$ cat src/hdl/set_assoc_writeback_cache_defines.svh
// assertion macros for the set-associative write-back cache
`ifndef SET_ASSOC_WRITEBACK_CACHE_DEFINES_SVH
`define SET_ASSOC_WRITEBACK_CACHE_DEFINES_SVH
`ifndef ASSERT_OFF
`define ASSERT_IMP(lbl, ck, rn, ante, cons) \
    lbl: assert property (@(posedge ck) disable iff (!rn) (ante) |-> (cons)) \
        else $error("assertion failed");
`define ASSERT_NXT(lbl, ck, rn, ante, cons) \
    lbl: assert property (@(posedge ck) disable iff (!rn) (ante) |=> (cons)) \
        else $error("assertion failed");
`else
`define ASSERT_IMP(lbl, ck, rn, ante, cons)
`define ASSERT_NXT(lbl, ck, rn, ante, cons)
`endif
`endif

$ cat src/hdl/sawbc_pkg.sv
// shared constants, types and helpers for the write-back cache
`timescale 1ns / 1ps
`default_nettype none
package sawbc_pkg;

    localparam int SETS       = 4;
    localparam int WAYS       = 2;
    localparam int LINE_WORDS = 4;
    localparam int NLINES     = SETS * WAYS;
    localparam int WORD_W     = $clog2(LINE_WORDS);
    localparam int SET_W      = $clog2(SETS);
    localparam int WAY_W      = $clog2(WAYS);
    localparam int LINE_W     = SET_W + WAY_W;
    localparam int TAG_W      = 30 - SET_W - WORD_W;
    localparam int RANK_W     = WAY_W;
    localparam int MEM_AW     = LINE_W + WORD_W;
    localparam int MEM_DEPTH  = NLINES * LINE_WORDS;

    localparam logic CFG_HIT_LATENCY  = 1'b0;
    localparam logic CFG_MISS_LATENCY = 1'b1;

    typedef enum logic [1:0] {
        OP_READ  = 2'd0,
        OP_WRITE = 2'd1,
        OP_FLUSH = 2'd2,
        OP_FILL  = 2'd3
    } op_t;

    typedef enum logic [2:0] {
        KIND_RDATA      = 3'd0,
        KIND_WRITE_DONE = 3'd1,
        KIND_WRITE_BACK = 3'd2,
        KIND_FILL_REQ   = 3'd3,
        KIND_FLUSH_DONE = 3'd4,
        KIND_ERROR      = 3'd5
    } kind_t;

    typedef enum logic [3:0] {
        S_IDLE,
        S_DECODE,
        S_ERR,
        S_WB_RD,
        S_WB_OUT,
        S_MISS_UPD,
        S_FILL_REQ,
        S_FIN,
        S_FIN_OUT,
        S_FL_RD,
        S_FL_WAY,
        S_FL_NEXT,
        S_FL_DONE
    } state_t;

    typedef struct packed {
        logic  accept;
        logic  fill_write;
        logic  fin_from_pend;
        logic  lookup_hit;
        logic  lookup_miss;
        logic  miss_update;
        logic  fin_exec;
        logic  wb_read;
        logic  cnt_inc;
        logic  cnt_clear;
        logic  fl_init;
        logic  fl_read;
        logic  fl_wb_start;
        logic  fl_next_way;
        logic  fl_next_set;
        logic  fl_clear;
        logic  emit;
        kind_t emit_kind;
        logic  emit_last;
    } cmd_t;

    typedef struct packed {
        op_t  op;
        logic pend_valid;
        logic fill_last;
        logic hit_found;
        logic victim_dirty;
        logic word_last;
        logic fl_dirty;
        logic way_last;
        logic set_last;
        logic fin_write;
        logic out_free;
    } status_t;

    function automatic logic [LINE_W-1:0] line_of(input logic [SET_W-1:0] s,
                                                  input logic [WAY_W-1:0] w);
        return {s, w};
    endfunction

endpackage
`default_nettype wire

$ cat src/hdl/sawbc_ram.sv
// generic single-write, single-read ram with registered read data
`timescale 1ns / 1ps
`default_nettype none
module sawbc_ram #(
    parameter int WIDTH = 32,
    parameter int DEPTH = 32
) (
    input  wire logic                     clk,
    input  wire logic                     we,
    input  wire logic [$clog2(DEPTH)-1:0] waddr,
    input  wire logic [WIDTH-1:0]         wdata,
    input  wire logic                     re,
    input  wire logic [$clog2(DEPTH)-1:0] raddr,
    output logic      [WIDTH-1:0]         rdata
);

    logic [WIDTH-1:0] mem_reg [DEPTH];

    always_ff @(posedge clk)
    begin
        if (we)
        begin
            mem_reg[waddr] <= wdata;
        end
        if (re)
        begin
            rdata <= mem_reg[raddr];
        end
    end

endmodule
`default_nettype wire

$ cat src/hdl/sawbc_ctrl.sv
// controller state machine for the write-back cache
`timescale 1ns / 1ps
`default_nettype none
`include "set_assoc_writeback_cache_defines.svh"
module sawbc_ctrl
    import sawbc_pkg::*;
(
    input  wire logic    clk,
    input  wire logic    rst_n,
    input  wire logic    in_valid,
    output logic         in_stall,
    input  wire status_t st,
    output cmd_t         cmd
);

    state_t state_reg;
    state_t state_next;
    logic   dec_fill_last;
    logic   fin_out_emit;

    always_ff @(posedge clk or negedge rst_n)
    begin
        if (!rst_n)
        begin
            state_reg <= S_IDLE;
        end
        else
        begin
            state_reg <= state_next;
        end
    end

    assign in_stall = (state_reg != S_IDLE);

    always_comb
    begin
        state_next = state_reg;
        case (state_reg)
            S_IDLE:
            begin
                if (in_valid)
                begin
                    state_next = S_DECODE;
                end
            end
            S_DECODE:
            begin
                if (st.pend_valid)
                begin
                    if (st.op != OP_FILL)
                    begin
                        state_next = S_ERR;
                    end
                    else if (st.fill_last)
                    begin
                        state_next = S_FIN;
                    end
                    else
                    begin
                        state_next = S_IDLE;
                    end
                end
                else if (st.op == OP_FILL)
                begin
                    state_next = S_ERR;
                end
                else if (st.op == OP_FLUSH)
                begin
                    state_next = S_FL_RD;
                end
                else if (st.hit_found)
                begin
                    state_next = S_FIN;
                end
                else if (st.victim_dirty)
                begin
                    state_next = S_WB_RD;
                end
                else
                begin
                    state_next = S_MISS_UPD;
                end
            end
            S_ERR:
            begin
                if (st.out_free)
                begin
                    state_next = S_IDLE;
                end
            end
            S_WB_RD:
            begin
                state_next = S_WB_OUT;
            end
            S_WB_OUT:
            begin
                if (st.out_free)
                begin
                    if (!st.word_last)
                    begin
                        state_next = S_WB_RD;
                    end
                    else if (st.op == OP_FLUSH)
                    begin
                        state_next = S_FL_NEXT;
                    end
                    else
                    begin
                        state_next = S_MISS_UPD;
                    end
                end
            end
            S_MISS_UPD:
            begin
                state_next = S_FILL_REQ;
            end
            S_FILL_REQ:
            begin
                if (st.out_free && st.word_last)
                begin
                    state_next = S_IDLE;
                end
            end
            S_FIN:
            begin
                state_next = S_FIN_OUT;
            end
            S_FIN_OUT:
            begin
                if (st.out_free)
                begin
                    state_next = S_IDLE;
                end
            end
            S_FL_RD:
            begin
                state_next = S_FL_WAY;
            end
            S_FL_WAY:
            begin
                state_next = st.fl_dirty ? S_WB_RD : S_FL_NEXT;
            end
            S_FL_NEXT:
            begin
                if (!st.way_last)
                begin
                    state_next = S_FL_WAY;
                end
                else if (st.set_last)
                begin
                    state_next = S_FL_DONE;
                end
                else
                begin
                    state_next = S_FL_RD;
                end
            end
            S_FL_DONE:
            begin
                if (st.out_free)
                begin
                    state_next = S_IDLE;
                end
            end
            default:
            begin
                state_next = S_IDLE;
            end
        endcase
    end

    always_comb
    begin
        cmd = '0;
        cmd.emit_kind = KIND_RDATA;
        case (state_reg)
            S_IDLE:
            begin
                cmd.accept = in_valid;
            end
            S_DECODE:
            begin
                if (st.pend_valid)
                begin
                    if (st.op == OP_FILL)
                    begin
                        cmd.fill_write    = 1'b1;
                        cmd.fin_from_pend = st.fill_last;
                    end
                end
                else if (st.op == OP_FLUSH)
                begin
                    cmd.fl_init = 1'b1;
                end
                else if (st.op != OP_FILL)
                begin
                    cmd.lookup_hit  = st.hit_found;
                    cmd.lookup_miss = !st.hit_found;
                end
            end
            S_ERR:
            begin
                cmd.emit      = st.out_free;
                cmd.emit_kind = KIND_ERROR;
                cmd.emit_last = 1'b1;
            end
            S_WB_RD:
            begin
                cmd.wb_read = 1'b1;
            end
            S_WB_OUT:
            begin
                cmd.emit      = st.out_free;
                cmd.emit_kind = KIND_WRITE_BACK;
                cmd.cnt_inc   = st.out_free && !st.word_last;
                cmd.cnt_clear = st.out_free && st.word_last;
            end
            S_MISS_UPD:
            begin
                cmd.miss_update = 1'b1;
            end
            S_FILL_REQ:
            begin
                cmd.emit      = st.out_free;
                cmd.emit_kind = KIND_FILL_REQ;
                cmd.emit_last = st.word_last;
                cmd.cnt_inc   = st.out_free && !st.word_last;
                cmd.cnt_clear = st.out_free && st.word_last;
            end
            S_FIN:
            begin
                cmd.fin_exec = 1'b1;
            end
            S_FIN_OUT:
            begin
                cmd.emit      = st.out_free;
                cmd.emit_kind = st.fin_write ? KIND_WRITE_DONE : KIND_RDATA;
                cmd.emit_last = 1'b1;
            end
            S_FL_RD:
            begin
                cmd.fl_read = 1'b1;
            end
            S_FL_WAY:
            begin
                cmd.fl_wb_start = st.fl_dirty;
            end
            S_FL_NEXT:
            begin
                cmd.fl_next_way = !st.way_last;
                cmd.fl_next_set = st.way_last && !st.set_last;
            end
            S_FL_DONE:
            begin
                cmd.emit      = st.out_free;
                cmd.emit_kind = KIND_FLUSH_DONE;
                cmd.emit_last = 1'b1;
                cmd.fl_clear  = st.out_free;
            end
            default:
            begin
                cmd = '0;
            end
        endcase
    end

    assign dec_fill_last = (state_reg == S_DECODE) && st.pend_valid && (st.op == OP_FILL)
                           && st.fill_last;
    assign fin_out_emit  = (state_reg == S_FIN_OUT) && cmd.emit;

    `ASSERT_IMP(a_emit_free, clk, rst_n, cmd.emit, st.out_free)
    `ASSERT_NXT(a_fill_done_fin, clk, rst_n, dec_fill_last, state_reg == S_FIN)
    `ASSERT_NXT(a_fin_out_idle, clk, rst_n, fin_out_emit, state_reg == S_IDLE)
    `ASSERT_NXT(a_wb_pair, clk, rst_n, state_reg == S_WB_RD, state_reg == S_WB_OUT)

endmodule
`default_nettype wire

$ cat src/hdl/sawbc_dp.sv
// datapath: line state, tag and word storage, counters, result register
`timescale 1ns / 1ps
`default_nettype none
module sawbc_dp
    import sawbc_pkg::*;
(
    input  wire logic        clk,
    input  wire logic        rst_n,
    input  wire cmd_t        cmd,
    output status_t          st,
    input  wire logic [1:0]  op,
    input  wire logic [31:0] addr,
    input  wire logic [31:0] wdata,
    output logic             out_valid,
    input  wire logic        out_stall,
    output logic [2:0]       kind,
    output logic [31:0]      next_addr,
    output logic [31:0]      rdata,
    output logic             hit,
    output logic [31:0]      model_time,
    output logic [31:0]      miss_total,
    output logic             last,
    input  wire logic        cfg_valid,
    input  wire logic        cfg_index,
    input  wire logic [15:0] cfg_data
);

    logic [15:0]             hit_lat_reg;
    logic [15:0]             miss_lat_reg;
    logic [1:0]              op_reg;
    logic [31:0]             addr_reg;
    logic [31:0]             data_reg;
    logic [NLINES-1:0]       valid_reg;
    logic [NLINES-1:0]       valid_next;
    logic [NLINES-1:0]       dirty_reg;
    logic [NLINES-1:0]       dirty_next;
    logic [RANK_W-1:0]       rank_reg [NLINES];
    logic [RANK_W-1:0]       rank_next [NLINES];
    logic [31:0]             time_reg;
    logic [31:0]             read_total_reg;
    logic [31:0]             write_total_reg;
    logic [31:0]             miss_count_reg;
    logic                    pend_valid_reg;
    logic                    pend_write_reg;
    logic [WORD_W-1:0]       pend_word_reg;
    logic [31:0]             pend_data_reg;
    logic [LINE_W-1:0]       pend_line_reg;
    logic [WORD_W-1:0]       fill_idx_reg;
    logic                    fin_write_reg;
    logic [WORD_W-1:0]       fin_word_reg;
    logic [31:0]             fin_data_reg;
    logic [LINE_W-1:0]       fin_line_reg;
    logic                    hit_reg;
    logic [WAY_W-1:0]        victim_reg;
    logic [LINE_W-1:0]       wb_line_reg;
    logic [TAG_W-1:0]        wb_tag_reg;
    logic [WORD_W-1:0]       cnt_reg;
    logic [SET_W-1:0]        set_cnt_reg;
    logic [WAY_W-1:0]        way_cnt_reg;
    logic                    out_valid_reg;

    logic [SET_W-1:0]        req_set;
    logic [TAG_W-1:0]        req_tag;
    logic [WORD_W-1:0]       req_word;
    logic                    hit_found;
    logic [WAY_W-1:0]        hit_way;
    logic [WAY_W-1:0]        vic_way;
    logic                    found_inv;
    logic [LINE_W-1:0]       vic_line;
    logic [LINE_W-1:0]       fl_line;
    logic                    out_free;

    logic                    t_we;
    logic [SET_W-1:0]        t_waddr;
    logic [WAYS*TAG_W-1:0]   t_wdata;
    logic                    t_re;
    logic [SET_W-1:0]        t_raddr;
    logic [WAYS*TAG_W-1:0]   t_q;
    logic                    w_we;
    logic [MEM_AW-1:0]       w_waddr;
    logic [31:0]             w_wdata;
    logic                    w_re;
    logic [MEM_AW-1:0]       w_raddr;
    logic [31:0]             w_q;

    assign req_set  = addr_reg[2+WORD_W +: SET_W];
    assign req_tag  = addr_reg[31 -: TAG_W];
    assign req_word = addr_reg[2 +: WORD_W];
    assign vic_line = line_of(req_set, vic_way);
    assign fl_line  = line_of(set_cnt_reg, way_cnt_reg);
    assign out_free = !out_valid_reg || !out_stall;

    sawbc_ram #(.WIDTH(WAYS*TAG_W), .DEPTH(SETS)) u_tag_ram (
        .clk   (clk),
        .we    (t_we),
        .waddr (t_waddr),
        .wdata (t_wdata),
        .re    (t_re),
        .raddr (t_raddr),
        .rdata (t_q)
    );

    sawbc_ram #(.WIDTH(32), .DEPTH(MEM_DEPTH)) u_word_ram (
        .clk   (clk),
        .we    (w_we),
        .waddr (w_waddr),
        .wdata (w_wdata),
        .re    (w_re),
        .raddr (w_raddr),
        .rdata (w_q)
    );

    // tag compare and victim choice
    always_comb
    begin
        hit_found = 1'b0;
        hit_way   = '0;
        found_inv = 1'b0;
        vic_way   = '0;
        for (int w = 0; w < WAYS; w++)
        begin
            if (!hit_found && valid_reg[line_of(req_set, WAY_W'(w))]
                && t_q[w*TAG_W +: TAG_W] == req_tag)
            begin
                hit_found = 1'b1;
                hit_way   = WAY_W'(w);
            end
            if (!found_inv && !valid_reg[line_of(req_set, WAY_W'(w))])
            begin
                found_inv = 1'b1;
                vic_way   = WAY_W'(w);
            end
        end
        if (!found_inv)
        begin
            for (int w = 1; w < WAYS; w++)
            begin
                if (rank_reg[line_of(req_set, WAY_W'(w))]
                    > rank_reg[line_of(req_set, vic_way)])
                begin
                    vic_way = WAY_W'(w);
                end
            end
        end
    end

    always_comb
    begin
        st.op           = op_t'(op_reg);
        st.pend_valid   = pend_valid_reg;
        st.fill_last    = (fill_idx_reg == WORD_W'(LINE_WORDS - 1));
        st.hit_found    = hit_found;
        st.victim_dirty = valid_reg[vic_line] && dirty_reg[vic_line];
        st.word_last    = (cnt_reg == WORD_W'(LINE_WORDS - 1));
        st.fl_dirty     = valid_reg[fl_line] && dirty_reg[fl_line];
        st.way_last     = (way_cnt_reg == WAY_W'(WAYS - 1));
        st.set_last     = (set_cnt_reg == SET_W'(SETS - 1));
        st.fin_write    = fin_write_reg;
        st.out_free     = out_free;
    end

    // storage ports
    always_comb
    begin
        t_we    = cmd.miss_update;
        t_waddr = req_set;
        t_wdata = t_q;
        t_wdata[victim_reg*TAG_W +: TAG_W] = req_tag;
        t_re    = cmd.accept || cmd.fl_read;
        t_raddr = cmd.accept ? addr[2+WORD_W +: SET_W] : set_cnt_reg;

        w_we    = 1'b0;
        w_waddr = {pend_line_reg, fill_idx_reg};
        w_wdata = data_reg;
        w_re    = 1'b0;
        w_raddr = {wb_line_reg, cnt_reg};
        if (cmd.fill_write)
        begin
            w_we = 1'b1;
        end
        if (cmd.fin_exec)
        begin
            if (fin_write_reg)
            begin
                w_we    = 1'b1;
                w_waddr = {fin_line_reg, fin_word_reg};
                w_wdata = fin_data_reg;
            end
            else
            begin
                w_re    = 1'b1;
                w_raddr = {fin_line_reg, fin_word_reg};
            end
        end
        if (cmd.wb_read)
        begin
            w_re = 1'b1;
        end
    end

    // line flags and recency ranks
    always_comb
    begin
        valid_next = valid_reg;
        dirty_next = dirty_reg;
        rank_next  = rank_reg;
        if (cmd.miss_update)
        begin
            valid_next[line_of(req_set, victim_reg)] = 1'b1;
            dirty_next[line_of(req_set, victim_reg)] = 1'b0;
        end
        if (cmd.fin_exec)
        begin
            if (fin_write_reg)
            begin
                dirty_next[fin_line_reg] = 1'b1;
            end
            for (int w = 0; w < WAYS; w++)
            begin
                if (WAY_W'(w) == fin_line_reg[WAY_W-1:0])
                begin
                    rank_next[line_of(fin_line_reg[LINE_W-1:WAY_W], WAY_W'(w))] = '0;
                end
                else if (rank_reg[line_of(fin_line_reg[LINE_W-1:WAY_W], WAY_W'(w))]
                         <= rank_reg[fin_line_reg]
                         && rank_reg[line_of(fin_line_reg[LINE_W-1:WAY_W], WAY_W'(w))]
                         < RANK_W'(WAYS - 1))
                begin
                    rank_next[line_of(fin_line_reg[LINE_W-1:WAY_W], WAY_W'(w))] =
                        rank_reg[line_of(fin_line_reg[LINE_W-1:WAY_W], WAY_W'(w))]
                        + RANK_W'(1);
                end
            end
        end
        if (cmd.fl_clear)
        begin
            valid_next = '0;
            dirty_next = '0;
            for (int i = 0; i < NLINES; i++)
            begin
                rank_next[i] = '0;
            end
        end
    end

    always_ff @(posedge clk or negedge rst_n)
    begin
        if (!rst_n)
        begin
            hit_lat_reg     <= 16'd1;
            miss_lat_reg    <= 16'd1;
            valid_reg       <= '0;
            dirty_reg       <= '0;
            for (int i = 0; i < NLINES; i++)
            begin
                rank_reg[i] <= '0;
            end
            time_reg        <= '0;
            read_total_reg  <= '0;
            write_total_reg <= '0;
            miss_count_reg  <= '0;
            pend_valid_reg  <= 1'b0;
            fill_idx_reg    <= '0;
            cnt_reg         <= '0;
            set_cnt_reg     <= '0;
            way_cnt_reg     <= '0;
            out_valid_reg   <= 1'b0;
        end
        else
        begin
            if (cfg_valid)
            begin
                if (cfg_index == CFG_HIT_LATENCY)
                begin
                    hit_lat_reg <= cfg_data;
                end
                else
                begin
                    miss_lat_reg <= cfg_data;
                end
            end
            valid_reg <= valid_next;
            dirty_reg <= dirty_next;
            rank_reg  <= rank_next;
            if (cmd.lookup_hit || cmd.lookup_miss)
            begin
                if (op_reg == OP_READ)
                begin
                    read_total_reg <= read_total_reg + 32'd1;
                end
                else
                begin
                    write_total_reg <= write_total_reg + 32'd1;
                end
            end
            if (cmd.lookup_hit)
            begin
                time_reg <= time_reg + 32'(hit_lat_reg);
            end
            if (cmd.lookup_miss)
            begin
                time_reg       <= time_reg + 32'(miss_lat_reg);
                miss_count_reg <= miss_count_reg + 32'd1;
            end
            if (cmd.miss_update)
            begin
                pend_valid_reg <= 1'b1;
                fill_idx_reg   <= '0;
            end
            if (cmd.fin_from_pend)
            begin
                pend_valid_reg <= 1'b0;
                fill_idx_reg   <= '0;
            end
            else if (cmd.fill_write)
            begin
                fill_idx_reg <= fill_idx_reg + WORD_W'(1);
            end
            if (cmd.cnt_clear)
            begin
                cnt_reg <= '0;
            end
            else if (cmd.cnt_inc)
            begin
                cnt_reg <= cnt_reg + WORD_W'(1);
            end
            if (cmd.fl_init)
            begin
                set_cnt_reg <= '0;
            end
            else if (cmd.fl_next_set)
            begin
                set_cnt_reg <= set_cnt_reg + SET_W'(1);
            end
            if (cmd.fl_read)
            begin
                way_cnt_reg <= '0;
            end
            else if (cmd.fl_next_way)
            begin
                way_cnt_reg <= way_cnt_reg + WAY_W'(1);
            end
            if (cmd.emit)
            begin
                out_valid_reg <= 1'b1;
            end
            else if (!out_stall)
            begin
                out_valid_reg <= 1'b0;
            end
        end
    end

    // payload registers
    always_ff @(posedge clk)
    begin
        if (cmd.accept)
        begin
            op_reg   <= op;
            addr_reg <= addr;
            data_reg <= wdata;
        end
        if (cmd.lookup_hit)
        begin
            fin_write_reg <= (op_reg == OP_WRITE);
            fin_word_reg  <= req_word;
            fin_data_reg  <= data_reg;
            fin_line_reg  <= line_of(req_set, hit_way);
            hit_reg       <= 1'b1;
        end
        if (cmd.lookup_miss)
        begin
            victim_reg  <= vic_way;
            wb_line_reg <= vic_line;
            wb_tag_reg  <= t_q[vic_way*TAG_W +: TAG_W];
        end
        if (cmd.miss_update)
        begin
            pend_write_reg <= (op_reg == OP_WRITE);
            pend_word_reg  <= req_word;
            pend_data_reg  <= data_reg;
            pend_line_reg  <= line_of(req_set, victim_reg);
        end
        if (cmd.fin_from_pend)
        begin
            fin_write_reg <= pend_write_reg;
            fin_word_reg  <= pend_word_reg;
            fin_data_reg  <= pend_data_reg;
            fin_line_reg  <= pend_line_reg;
            hit_reg       <= 1'b0;
        end
        if (cmd.fl_wb_start)
        begin
            wb_line_reg <= fl_line;
            wb_tag_reg  <= t_q[way_cnt_reg*TAG_W +: TAG_W];
        end
        if (cmd.emit)
        begin
            kind       <= cmd.emit_kind;
            model_time <= time_reg;
            miss_total <= miss_count_reg;
            last       <= cmd.emit_last;
            case (cmd.emit_kind)
                KIND_WRITE_BACK:
                begin
                    next_addr <= {wb_tag_reg, wb_line_reg[LINE_W-1:WAY_W], cnt_reg, 2'b00};
                    rdata     <= w_q;
                    hit       <= 1'b0;
                end
                KIND_FILL_REQ:
                begin
                    next_addr <= {req_tag, req_set, cnt_reg, 2'b00};
                    rdata     <= '0;
                    hit       <= 1'b0;
                end
                KIND_RDATA:
                begin
                    next_addr <= '0;
                    rdata     <= w_q;
                    hit       <= hit_reg;
                end
                KIND_WRITE_DONE:
                begin
                    next_addr <= '0;
                    rdata     <= '0;
                    hit       <= hit_reg;
                end
                default:
                begin
                    next_addr <= '0;
                    rdata     <= '0;
                    hit       <= 1'b0;
                end
            endcase
        end
    end

    assign out_valid = out_valid_reg;

endmodule
`default_nettype wire

$ cat src/hdl/set_assoc_writeback_cache.sv
// top level of the set-associative write-back cache
`timescale 1ns / 1ps
`default_nettype none
// Four sets of two ways, four 32-bit words a line, write-allocate, write-back, LRU.
// One request is handled at a time. A hit goes through accept, tag read and compare,
// word access and result register. A miss emits one fill request a cycle while the
// result side does not stall, after a word read and an output step per written-back
// word of a dirty victim; each returned fill word is accepted, then written, and the
// last one adds a word access and a result step. A flush reads the tags of each set,
// visits each way and writes back every word of a dirty line. The single word RAM
// port and the single result register pace these steps. Results leave through a
// register, so a new request can be taken while an earlier result still waits.
module set_assoc_writeback_cache
    import sawbc_pkg::*;
(
    input  wire logic        clk,
    input  wire logic        rst_n,
    input  wire logic        in_valid,
    output logic             in_stall,
    input  wire logic [1:0]  op,
    input  wire logic [31:0] addr,
    input  wire logic [31:0] wdata,
    output logic             out_valid,
    input  wire logic        out_stall,
    output logic [2:0]       kind,
    output logic [31:0]      next_addr,
    output logic [31:0]      rdata,
    output logic             hit,
    output logic [31:0]      model_time,
    output logic [31:0]      miss_total,
    output logic             last,
    input  wire logic        cfg_valid,
    output logic             cfg_ready,
    input  wire logic        cfg_index,
    input  wire logic [15:0] cfg_data
);

    cmd_t    cmd;
    status_t st;

    assign cfg_ready = 1'b1;

    sawbc_ctrl u_ctrl (
        .clk      (clk),
        .rst_n    (rst_n),
        .in_valid (in_valid),
        .in_stall (in_stall),
        .st       (st),
        .cmd      (cmd)
    );

    sawbc_dp u_dp (
        .clk        (clk),
        .rst_n      (rst_n),
        .cmd        (cmd),
        .st         (st),
        .op         (op),
        .addr       (addr),
        .wdata      (wdata),
        .out_valid  (out_valid),
        .out_stall  (out_stall),
        .kind       (kind),
        .next_addr  (next_addr),
        .rdata      (rdata),
        .hit        (hit),
        .model_time (model_time),
        .miss_total (miss_total),
        .last       (last),
        .cfg_valid  (cfg_valid),
        .cfg_index  (cfg_index),
        .cfg_data   (cfg_data)
    );

endmodule
`default_nettype wire

$ cat config.mk
export PLATFORM = sky130hd
export DESIGN_NAME = set_assoc_writeback_cache
export DESIGN_NICKNAME = d
export VERILOG_FILES = /design/src/hdl/sawbc_pkg.sv /design/src/hdl/sawbc_ram.sv /design/src/hdl/sawbc_ctrl.sv /design/src/hdl/sawbc_dp.sv /design/src/hdl/set_assoc_writeback_cache.sv
export VERILOG_INCLUDE_DIRS = /design/src /design/src/hdl
export SDC_FILE = /design/constraint.sdc
export NUM_CORES = 2
export LEC_CHECK = 0
export ABC_CLOCK_PERIOD_IN_PS = 16700
export BUFFER_PORTS_ARGS = -buffer_cell sky130_fd_sc_hd__buf_4
export CORE_MARGIN = 2
export CORE_UTILIZATION = 50
export DETAILED_ROUTE_END_ITERATION = 7
export GPL_ROUTABILITY_DRIVEN = 0
export PLACE_DENSITY = 0.65
export SETUP_SLACK_MARGIN = 0.2
export SYNTH_ARGS = -nofsm -noshare
export SYNTH_HDL_FRONTEND = slang
export SYNTH_HIERARCHICAL = 1
export SYNTH_SLANG_ARGS = --single-unit
$ cat constraint.sdc
create_clock -name clk -period 16.7 [get_ports clk]
set_input_delay 3.34 -clock clk [delete_from_list [all_inputs] [get_ports clk]]
set_output_delay 3.34 -clock clk [all_outputs]
set_load 0.02 [all_outputs]
Word-level counts from Yosys, hierarchy flattened:

Memories as Yosys holds them, arrays and structs flattened. A register that Yosys moved wholly into a read port is not among the register bits.
Index checks and enable logic that the tools add are counted.

* $add $sub $neg: 10
* multipliers: 3
* magnitude comparators: 20
* eq/ne operators: 29
* shifts and indexed selects: 4
* muxes and demuxes: 142
* bitwise operators: 14
* reductions and logical operators: 45

Operators with widths (number)
* $mux W32: 6
* $mux W8: 13
* $shiftx A52 B7 Y26: 2
* $add A32 B16 Y32: 2
* $pmux W32 S2: 1
* $mux W1: 57
* $mux W4: 14
* $bwmux W52: 1
* $eq A26 B26 Y1: 2
* $mux W26: 2
* $shift A26 B34 Y52 const A: 1
* $shiftx A26 B34 Y52: 1
* $pmux W4 S11: 1
* $mux W2: 17
* $neg A6 Y34: 1
* $add A32 B1 Y32 const B: 1
* $bmux W1 S3: 9
* $and A8 B8 Y8: 3
* $lt A3 B4 Y1 const B: 6
* $not A8 Y8: 3
* $mux W3: 7
* $eq A4 B4 Y1 const B: 5
* $ge A4 B4 Y1 const B: 5
* $mux W5: 4
* 37 further kinds: 103

* register bits after elaboration: 439
* memory bits (writable): 1232
* input port bits: 88
* output and inout port bits: 136
* logic and storage cells: 312
* memories: 2

Memories
* u_dp.u_word_ram.mem_reg: depth 32, bits a word 32, read ports 1, clocked after memory_dff 1, write ports 1, RTL line sawbc_ram.sv:17 `logic [WIDTH-1:0] mem_reg [DEPTH];`
* u_dp.u_tag_ram.mem_reg: depth 4, bits a word 52, read ports 1, clocked after memory_dff 1, write ports 1, RTL line sawbc_ram.sv:17

Depth between registers and ports, before layout:

* depth in word-level cells: 21
* mapped depth: 19
* gate-level depth less buffers: 16

Hierarchy:

Netlist, hierarchy kept.

Modules (own cells, without submodules)
* sawbc_ram at u_dp.u_word_ram: instances 1, cells an instance 2260, area each 40807.9 um^2, seq. area each 31710.4 um^2
* sawbc_dp: instances 1, cells an instance 1266, area each 18759.2 um^2, seq. area each 12289.3 um^2
* sawbc_ram at u_dp.u_tag_ram: instances 1, cells an instance 328, area each 9157.5 um^2, seq. area each 7807.5 um^2
* sawbc_ctrl: instances 1, cells an instance 95, area each 624.3 um^2, seq. area each 100.1 um^2
* set_assoc_writeback_cache: instances 1, cells an instance 2, area each 11.3 um^2, seq. area each 0.0 um^2

Worst setup path before layout:

No wires, ideal clock.

* path kind: input to register
* start point: input out_stall
* end point: register u_dp.hit, enable pin
* library setup time: 817 ps
* arrival: 13234 ps
* data required time: 15883 ps
* slack: 2649 ps
* stages on the path: 4
* buffers on the path: 1
* path through: nand2_1 -> buf_4 -> nand2b_1 -> a211oi_1

RTL lines
* start, declared: RTL line set_assoc_writeback_cache.sv:24 `input wire logic out_stall,`
* end signal, assigned: RTL line sawbc_dp.sv:420 `hit <= hit_reg;`
* end signal, assigned: RTL line sawbc_dp.sv:426 `hit <= hit_reg;`
* end, declared: RTL line sawbc_dp.sv:19 `output logic hit,`

==> run_results.csv <==
group,metric,value,unit
outcome,status,"complete, no violations",
clock_tree,cts_setup_buffers,0,
grt,grt_max_degree,143,
sta,finalMaxSlewViolations,0,
yosys,ys_seq_elements,1751,
critical_path,cp-end-kind,"flip-flop",
power,p_leak,27.2,nW
clock_tree,clockRootBuffer,"clkbuf_16",
power,ir_drop,0.000101,V
layout,largest_reg_flops,1024,
sta,fin_crit,6.54,ns
routing,avgViaCountPerCell,5.80,
layout,drive_gt1_share,19.8,%
critical_path,path_max_fanout,142,
clock_tree,clk_pin_slew_worst_paths,0.06,ns
critical_path,reg2regPathDepth,11,
power,switching_share,30.1,%
sta,rsz0062_at_grt,"false",
power,p_clk_share,30.0,%
routing,via_count,35700,
floorplanning,die_w,376,um
clock_tree,cts_hold_buf,0,
clock_tree,cts_tree,"done",
floorplanning,core,138000,um^2
sta,worstMarginPinSlew,1.17,ns
yosys,syn_area_per_cell,17.6,um^2
layout,fillCellCount,10500,
routing,drtIter0Drc,3431,
yosys,seq_area_frac_synth,74.8,%
clock_tree,clock_latency,0.81,ns
clock_tree,ctsResizeCount,0,
critical_path,crit_arrival,7.07,ns
grt,grt_pass1_vias,35600,
yosys,ys_async_sr_fraction,7.60,%
floorplanning,pin_count,224,
sta,skew,0.0259,ns
layout,areaGrowthSynthToFinish,13.3,%
layout,nNetsFinal,4318,
yosys,ys_types,73,
floorplanning,die_h,376,um
sta,min_period_over_period,39.1,%
place,dp_hpwl,84200,um
layout,seq_area,51900,um^2
power,combinationalPowerShare,24.8,%
power,p_int,8.92,mW
yosys,syn_area,69400,um^2
routing,dr.pass1.iters,7,
grt,grt-ovfl-total,0,
yosys,synth_area_leaders,"edfxtp_1 (70%), mux2i_1 (7.4%), dfrtp_1 (4.7%), mux2_2 (3.3%), mux4_2 (1.8%)",
floorplanning,start_util,50.4,%
routing,drt_wl_total,161000,um
routing,drc,0,
critical_path,startpoint_type,"flip-flop",
power,p_sw,3.85,mW
clock_tree,clockBufferDepth,3,
floorplanning,design.die.area,142000,um^2
yosys,netlist_instances,3951,
grt,grt_pass1_wl,236000,um
sta,layout_setup_ws,10.16,ns
grt,track_usage,22.7,%
clock_tree,cts_htree_levels,4,
sta,max_freq,0.153,GHz
clock_tree,clock-sinks,1751,
sta,hold_viol_final,0,
critical_path,required,17.23,ns
min_path,hold_depth,0,
min_path,hold_path.class,"reg2reg",
layout,multi_input_area,16500,um^2
power,seq_power_share,45.2,%
floorplanning,rows,136,
clock_tree,cts_buffers,177,
routing,ant_nets,0,
grt,antenna_found_initial,2,
yosys,synth_top_cell_area_share,70.0,%
place,port-buffer-count,218,
flow_run,maxCapViolations,0,
critical_path,crit_type,"reg2reg",
sta,final.setup.tns,0,ns
yosys,synth_edf_count,1617,
routing,wl_per_cell,26.1,um
yosys,yosys.area.top_type,"edfxtp_1",
yosys,ys.flop_type,"edfxtp_1",
power,powerDensity,163,nW/um^2
place,preCtsSetupSlack,9.93,ns
sta,setup_viol,0,
yosys,yosys_warnings,6,
sta,slew_headroom,21.2,%
[critical path: stages (launching register included)]
cell      delay [ns]
dfrtp_1         0.65
nand2b_1        0.33
nor2_1          0.86
nand2b_1        0.46
mux2_8          1.01
buf_4           0.89
buf_12          0.69
mux2i_1         0.28
a22o_1          0.19
nor3_1          0.07
a31oi_1         0.33
nand3_1         0.12
[synthesized netlist by cell type, types with 12 or more instances]
cell type,count
o21ai_0,21
dfrtp_1,131
a22o_1,92
a22oi_1,103
mux2i_1,516
edfxtp_1,1617
and2_1,38
buf_6,19
buf_2,40
buf_1,16
a21oi_1,132
inv_1,19
nor3_1,56
xor2_1,46
xnor2_1,61
a211oi_1,14
nor4_1,12
mux2_2,206
clkbuf_1,83
mux4_2,55
nor2_1,99
nand2_1,162
nand2b_1,17
buf_4,42
nand3_1,134
a31oi_1,36
nand4_1,23
ha_1,20
nor2b_1,15
[path summary, 6_finish.rpt]
path | start | to | slack (ns)
worst max-delay path | u_ctrl/state_reg[2] | u_dp/u_word_ram/rdata[17] | 10.16
worst min-delay path | u_dp/addr_reg[2] | u_dp/pend_word_reg[0] | 0.45
worst max register to register | u_ctrl/state_reg[2] | u_dp/u_word_ram/rdata[17] | 10.16
worst min register to register | u_dp/addr_reg[2] | u_dp/pend_word_reg[0] | 0.45
max in group asynchronous | rst_n | u_dp/miss_count_reg[1] | 12.77
min in group asynchronous | rst_n | u_dp/miss_lat_reg[3] | 2.52
[power by group through the flow]
stage	Sequential, mW	Clock [mW]	Combinational, mW
after floorplan	6.02	0	2.08
after global placement	5.86	0	3.13
after CTS	5.78	3.91	3.19
after detailed placement	5.87	0	3.18
final	5.77	3.83	3.17
after global routing	5.81	4.08	3.40
[stage by stage]
step / cell area (um^2) / cells / total power, mW / hold slack [ns] / util (%)
6_report: 78600 / 6153 / 12.8 / 0.448 / 57.1
5_1_grt: 78600 / 6152 / 13.3 / 0.480 / 57.1
4_1_cts: 78600 / 6151 / 12.9 / 0.446 / 57.1
3_5_place_dp: 72900 / 5824 / 9.04 / 0.436 / 53.0
3_3_place_gp: 72900 / 5824 / 8.99 / 0.428 / 53.0
2_1_floorplan: 69400 / 3952 / 8.10 / 0.422 / -
[kinds of logic (layout without fill, tap and decap cells)]
family / after synthesis / after routing / synth area share (%)
AO/OA/AOI/OAI: 450 / 450 / 4.50
multiplexers: 782 / 782 / 12.7
XOR/XNOR: 107 / 107 / 1.35
flip-flops: 1751 / 1751 / 74.8
AND/OR/NAND/NOR: 611 / 611 / 4.32
buffers and inverters: 227 / 632 / 1.86
adder cells (fa/ha/maj): 21 / 21 / 0.390
other: 2 / 5 / 0.0108
[cells in the final DEF, fill, tap and decap left out, types with 10 or more instances in the layout]
master     Yosys  routed
edfxtp_1    1617    1617
mux2i_1      516     516
buf_4         42     280
mux2_2       206     204
clkbuf_16      0     181
nand2_1      162     161
nand3_1      134     134
a21oi_1      132     132
dfrtp_1      131     131
a22oi_1      103     103
a22o_1        92      92
nor2_1        99      64
xnor2_1       61      61
nor3_1        56      55
mux4_2        55      55
xor2_1        46      46
clkbuf_1      83      45
clkinv_1       0      38
a31oi_1       36      36
nor2_4         0      35
and2_1        38      35
clkinv_2       0      23
nand4_1       23      23
o21ai_0       21      21
ha_1          20      20
inv_1         19      19
nand2b_1      17      14
a211oi_1      14      13
nor4_1        12      12
nor2b_1       15      12
bufinv_16      0      10
nand3b_1      10      10
[metal layers]
metal | track usage (%) | share of wire [%]
met5 | 0 | 0
met4 | 6.72 | 2.5
met3 | 3.73 | 6.0
met2 | 37.4 | 49
met1 | 31.1 | 43
[area by class of cell]
cell class / count / area share (%)
Sequential cell: 1751 / 66.1
Tap cell: 1794 / 2.86
Clock buffer: 235 / 6.14
Clock inverter: 92 / 1.00
Inverter: 19 / 0.0908
Antenna cell: 2 / 0.00637
Timing Repair Buffer: 286 / 2.82
Multi-Input combinational cell: 1974 / 21.0
(Power assumes the default switching activity.)
